===== config.mk =====
export PLATFORM = sky130hd
export DESIGN_NAME = insertion_sorter_core
export DESIGN_NICKNAME = d
export VERILOG_FILES = /design/src/rtl/core/isc_pkg.sv /design/src/rtl/core/isc_cell.sv /design/src/rtl/core/insertion_sorter_core.sv
export VERILOG_INCLUDE_DIRS = /design/src /design/src/rtl/core
export SDC_FILE = /design/constraint.sdc
export NUM_CORES = 2
export LEC_CHECK = 0
export ABC_AREA = 1
export CAP_MARGIN = 20
export CORE_ASPECT_RATIO = 0.6
export CORE_MARGIN = 5
export CORE_UTILIZATION = 47
export CTS_CLUSTER_DIAMETER = 60
export DETAILED_ROUTE_END_ITERATION = 8
export DONT_BUFFER_PORTS = 1
export GPL_TIMING_DRIVEN = 0
export PLACE_DENSITY = 0.74
export RECOVER_POWER = 100
export SYNTH_ARGS = -nofsm -noshare
export SYNTH_HDL_FRONTEND = slang
export SYNTH_HIERARCHICAL = 1
export SYNTH_SLANG_ARGS = --single-unit

===== constraint.sdc =====
create_clock -name clk -period 10.1 [get_ports clk]
set_input_delay 0.505 -clock clk [delete_from_list [all_inputs] [get_ports clk]]
set_output_delay 0.505 -clock clk [all_outputs]
set_load 0.02 [all_outputs]

===== src/rtl/core/insertion_sorter_core_defines.svh =====
// ----------------------------------------------------------------------------
// insertion sorter assertion macros
// shared assertion forms for the insertion sorter core
// ----------------------------------------------------------------------------
`ifndef INSERTION_SORTER_CORE_DEFINES_SVH
`define INSERTION_SORTER_CORE_DEFINES_SVH

// property that must hold at every edge out of reset
`define ISC_ASSERT_ALWAYS(label, prop, msg) \
  label: assert property (@(posedge clk) disable iff (rst) (prop)) else $error(msg);

// implication whose consequent is checked in the next cycle
`define ISC_ASSERT_NEXT(label, cond, prop, msg) \
  label: assert property (@(posedge clk) disable iff (rst) (cond) |=> (prop)) else $error(msg);

`endif


===== src/rtl/core/isc_pkg.sv =====
// ----------------------------------------------------------------------------
// isc_pkg
// shared constants and types of the insertion sorter core
// ----------------------------------------------------------------------------
`default_nettype none

package isc_pkg;

  localparam int DEPTH  = 16;
  localparam int DATA_W = 32;

  typedef logic signed [DATA_W-1:0] data_t;

  // per-cycle command broadcast to every cell
  typedef struct packed {
    logic insert;
    logic shift;
  } cell_ctrl_t;

endpackage

`default_nettype wire


===== src/rtl/core/isc_cell.sv =====
// ----------------------------------------------------------------------------
// isc_cell
// one compare-and-hold cell of the sorting chain
// ----------------------------------------------------------------------------
`default_nettype none

module isc_cell
  import isc_pkg::*;
(
  input  wire logic       clk,
  input  wire logic       rst,
  input  wire cell_ctrl_t ctrl,
  input  wire data_t      new_value,
  input  wire data_t      left_value,
  input  wire logic       left_gt,
  input  wire logic       left_valid,
  input  wire data_t      right_value,
  input  wire logic       right_valid,
  output data_t           held_value,
  output logic            held_valid,
  output logic            gt
);

  data_t incoming;
  logic  take;

  // held value strictly above the new one
  assign gt       = held_valid && (held_value > new_value);
  assign incoming = left_gt ? left_value : new_value;
  // move up on greater, or fill the first empty slot
  assign take     = gt || (!held_valid && left_valid);

  always_ff @(posedge clk) begin
    if (ctrl.shift) begin
      held_value <= right_value;
    end else if (ctrl.insert && take) begin
      held_value <= incoming;
    end
  end

  always_ff @(posedge clk) begin
    if (rst) begin
      held_valid <= 1'b0;
    end else if (ctrl.shift) begin
      held_valid <= right_valid;
    end else if (ctrl.insert && take) begin
      held_valid <= 1'b1;
    end
  end

endmodule

`default_nettype wire


===== src/rtl/core/insertion_sorter_core.sv =====
// ----------------------------------------------------------------------------
// insertion_sorter_core
// stable ascending insertion sorter built as a row of compare-and-hold cells
// ----------------------------------------------------------------------------
// Signed 32-bit values enter one per cycle while in_ready is high; each is
// compared against every held value at once and slotted in place, larger
// values moving up one cell, equal values staying ahead of the newcomer.
// Up to DEPTH values are held; further values of the set are dropped and
// flagged through overflow on every result of that set. The transaction
// with last high is inserted like any other, then the set drains from the
// bottom cell, one result per cycle while out_ready is high, the final one
// marked by final_res. in_ready stays low from the last input until the
// final result is taken. The per-insert cycle time is bounded by the
// broadcast compare of the new value against all cells and the neighbor
// select.
`default_nettype none

`include "insertion_sorter_core_defines.svh"

module insertion_sorter_core
  import isc_pkg::*;
(
  input  wire logic  clk,
  input  wire logic  rst,
  // input channel
  input  wire logic  in_valid,
  output logic       in_ready,
  input  wire data_t value,
  input  wire logic  last,
  // result channel
  output logic       out_valid,
  input  wire logic  out_ready,
  output data_t      sorted_value,
  output logic       final_res,
  output logic       overflow
);

  data_t            cell_value [DEPTH];
  logic [DEPTH-1:0] cell_valid;
  logic [DEPTH-1:0] cell_gt;
  cell_ctrl_t       ctrl;

  logic draining;   // set is being shifted out
  logic dropped;    // a value of this set was lost
  logic in_xact;
  logic out_xact;
  logic full;

  // ---------------------------------------------------------------------
  // handshakes
  // ---------------------------------------------------------------------
  assign in_ready  = !draining;
  assign in_xact   = in_valid && in_ready;
  assign out_valid = draining && cell_valid[0];
  assign out_xact  = out_valid && out_ready;

  // chain is full once the top cell holds a value
  assign full = cell_valid[DEPTH-1];

  assign ctrl.insert = in_xact && !full;
  assign ctrl.shift  = out_xact;

  // ---------------------------------------------------------------------
  // chain of cells; left feeds insertion, right feeds draining
  // ---------------------------------------------------------------------
  for (genvar i = 0; i < DEPTH; i++) begin : g_cell
    data_t left_value;
    logic  left_gt;
    logic  left_valid;
    data_t right_value;
    logic  right_valid;

    if (i == 0) begin : g_bottom
      // empty bottom cell always takes the new value
      assign left_value = value;
      assign left_gt    = 1'b0;
      assign left_valid = 1'b1;
    end else begin : g_mid_left
      assign left_value = cell_value[i-1];
      assign left_gt    = cell_gt[i-1];
      assign left_valid = cell_valid[i-1];
    end

    if (i == DEPTH-1) begin : g_top
      assign right_value = '0;
      assign right_valid = 1'b0;
    end else begin : g_mid_right
      assign right_value = cell_value[i+1];
      assign right_valid = cell_valid[i+1];
    end

    isc_cell u_cell (
      .clk         (clk),
      .rst         (rst),
      .ctrl        (ctrl),
      .new_value   (value),
      .left_value  (left_value),
      .left_gt     (left_gt),
      .left_valid  (left_valid),
      .right_value (right_value),
      .right_valid (right_valid),
      .held_value  (cell_value[i]),
      .held_valid  (cell_valid[i]),
      .gt          (cell_gt[i])
    );
  end

  // ---------------------------------------------------------------------
  // set control: drain after last, clear overflow after final result
  // ---------------------------------------------------------------------
  always_ff @(posedge clk) begin
    if (rst) begin
      draining <= 1'b0;
      dropped  <= 1'b0;
    end else if (in_xact) begin
      draining <= last;
      if (full) begin
        dropped <= 1'b1;
      end
    end else if (out_xact && final_res) begin
      draining <= 1'b0;
      dropped  <= 1'b0;
    end
  end

  // results come straight from the bottom cell
  assign sorted_value = cell_value[0];
  assign final_res    = !cell_valid[1];
  assign overflow     = dropped;

  // ---------------------------------------------------------------------
  // assertions
  // ---------------------------------------------------------------------
  logic [DEPTH-1:0] occ_plus_one;
  assign occ_plus_one = cell_valid + {{(DEPTH-1){1'b0}}, 1'b1};

  // occupied cells always form a contiguous run from the bottom
  `ISC_ASSERT_ALWAYS(a_occ_prefix, (cell_valid & occ_plus_one) == '0, "cell occupancy has a hole")
  // the two lowest held values are in order
  `ISC_ASSERT_ALWAYS(a_bottom_order, !cell_valid[1] || (cell_value[0] <= cell_value[1]), "chain out of order")
  // a last transaction always leaves a result waiting
  `ISC_ASSERT_NEXT(a_last_drains, in_xact && last, out_valid, "no result after last transaction")
  // after the final result the block is empty and ready for a new set
  `ISC_ASSERT_NEXT(a_final_clears, out_xact && final_res, in_ready && !overflow && (cell_valid == '0), "set not cleared after final result")

endmodule

`default_nettype wire


==> flow_summary.yaml <==
finish:
  syn_to_final_growth_pct: 8.39
  drive_gt1_share_pct: 3.14
  nets: 5565
  antennaDiodeCount: 0
  final_cells: 6226
  fillers: 7944
clocking:
  numCtsBuffers: 58
  clk_latency_ps: 650
  cts_setup_buffers: 0
  cts.path.max_buffers: 3
  htree_num_levels: 2
  cts_root_buffer: "clkbuf_16"
  cts_tree: "done"
  postCtsResizedCells: 0
  clk_pin_slew_ps: 60
  clock_sinks: 530
drt:
  dr.pass1.iters: 5
  antenna_left: 0
  dr.max_layer_used: "met5"
  dr_wl_met3_mm: 17.8
  vias: 35993
  wl_per_cell_um: 19.6
  wl_met2_mm: 44.6
  routed_wl_mm: 122
  drtIter0Drc: 4319
  wl_met1_mm: 57.8
  vias_per_cell: 5.78
  drc_errors: 0
place:
  io_buffers: 0
  routabilityCongestion: 0.953
  dpl.cell_count: 6116
  dp_hpwl_mm: 98.5
setup_path:
  worstSetupPathType: "flip-flop to flip-flop"
  crit_start: "g_cell[0].u_cell/held_valid$_SDFFE_PP0P_"
  crit_path_max_fanout: 28
  worstPathArrival_ps: 5940
  crit_required_ps: 10360
  reg2regPathDepth: 7
  startpoint_type: "flip-flop"
  worstReg2RegStart: "g_cell[0].u_cell/held_valid$_SDFFE_PP0P_"
  critPathCaptureType: "flip-flop"
flow_run:
  max_cap_violations: 3
sta:
  hold_violations: 0
  worstMarginPinSlew_ps: 1760
  drv_slew: 66
  fin_crit_ps: 5680
  clock_skew_ps: 11.2
  rsz0062_at_grt: "no"
  fin_crit_sh_pct: 56.3
  fmax_mhz: 176
  tns_ps: 0
  setup_violations: 0
  slew-limit-headroom_pct: -17.1
grt:
  antenna_found_initial: 2
  grt_pass1_wl_mm: 189
  grt_max_degree: 34
  grt_pass1_vias: 34586
  grt.total_usage_pct: 25.0
  grt_overflow: 0
die:
  die_area_sq_um: 94400
  fp-row-count: 84
  core_area_sq_um: 87500
  fp.dieH_um: 240
  die_x_um: 393
  initial_utilization_pct: 47.3
  ios: 73
synth:
  syn_avg_cell_area_sq_um: 8.45
  yosysWarnings: 6
  syn_area_sq_um: 41400
  syn_inst: 4903
power_and_ir_drop:
  irDropWorstVdd_uv: 146
  p_leak_nw: 19.1
  power.density_nw_per_um2: 127
min_path:
  hold_path_depth: 2
  worstHoldStart: "last"
  min_path_type: "input pin to flip-flop"
status:
  status: "complete, but fails checks"
  violations: "capacitance limit, slew limit"
==> stage by stage <==
step	hold slack (ps)	area [sq um]	utilization (%)	worst slack (ps)	power, W
after floorplan	497	41600	-	4980	0.00329
after global placement	521	43000	49.1	2070	0.00348
after detailed placement	543	43500	49.7	6500	0.00354
after CTS	20.8	45300	51.8	6480	0.00571
after global routing	40.2	44900	51.3	4130	0.00594
final	46.9	44900	51.3	4420	0.00570
==> routing by layer <==
layer	track usage (%)	up-vias
li1	-	17144
met1	38.7	17143
met2	32.7	1560
met3	9.97	144
met4	4.15	2
met5	0	-
==> worst max-delay path, stage by stage (launching register included) <==
cell and delay [ps]:
dfxtp_1 440, nand2_1 100, nor2_1 1090, clkbuf_1 1110, inv_1 560, clkbuf_1 370, nand2_1 620, clkbuf_1 950
==> power by group <==
group          leakage, nW  internal (W)  switching, W
registers             4.79       0.00252     0.0000715
logic                 13.4      0.000365      0.000561
clock network        0.905       0.00123      0.000952
==> sequential cells by signal, summed over array words and instances, names as in the netlist <==
| signal | flops |
|---|---|
| g_cell.u_cell/held_value | 512 |
| g_cell.u_cell/held_valid | 16 |
| draining | 1 |
| overflow | 1 |
==> what timing repair did <==
item,in CTS,in global routing
endpoints found under the hold margin,18,0
setup endpoints to repair,0,0
hold buffers,1,0
==> area by class of cell <==
cell class	instances	area (sq um)	share of cell area (%)
Clock inverter	22	206	0.460
Sequential cell	530	15700	35.0
Buffer	208	788	1.76
Clock buffer	87	1650	3.68
Tap cell	1161	1450	3.23
Timing Repair Buffer	19	92.6	0.206
Multi-Input combinational cell	3440	22100	49.3
Inverter	759	2850	6.34
==> cells in the final DEF (no fill, tap or decap), types with 18 or more instances in the layout <==
master and instances:
clkbuf_16 61, ha_1 512, clkbuf_1 241, conb_1 36
dfxtp_1 18, o21a_1 496, nand2_1 1142, inv_1 743
clkinv_1 24, nor2_2 34, nor2_1 193, nand3_1 74
nand4_1 33, edfxtp_1 512, o211ai_1 464, o21ai_0 32
a21oi_1 321
==> path summary, 6_finish.rpt <==
check	end	slack (ps)
worst max-delay path	g_cell[12].u_cell/held_value[16]$_DFFE_PP_	4420
worst min-delay path	draining$_SDFFE_PP0P_	50
worst max register to register	g_cell[12].u_cell/held_value[16]$_DFFE_PP_	4420
worst min register to register	g_cell[1].u_cell/held_valid$_SDFFE_PP0P_	550
(Power assumes the default switching activity.)
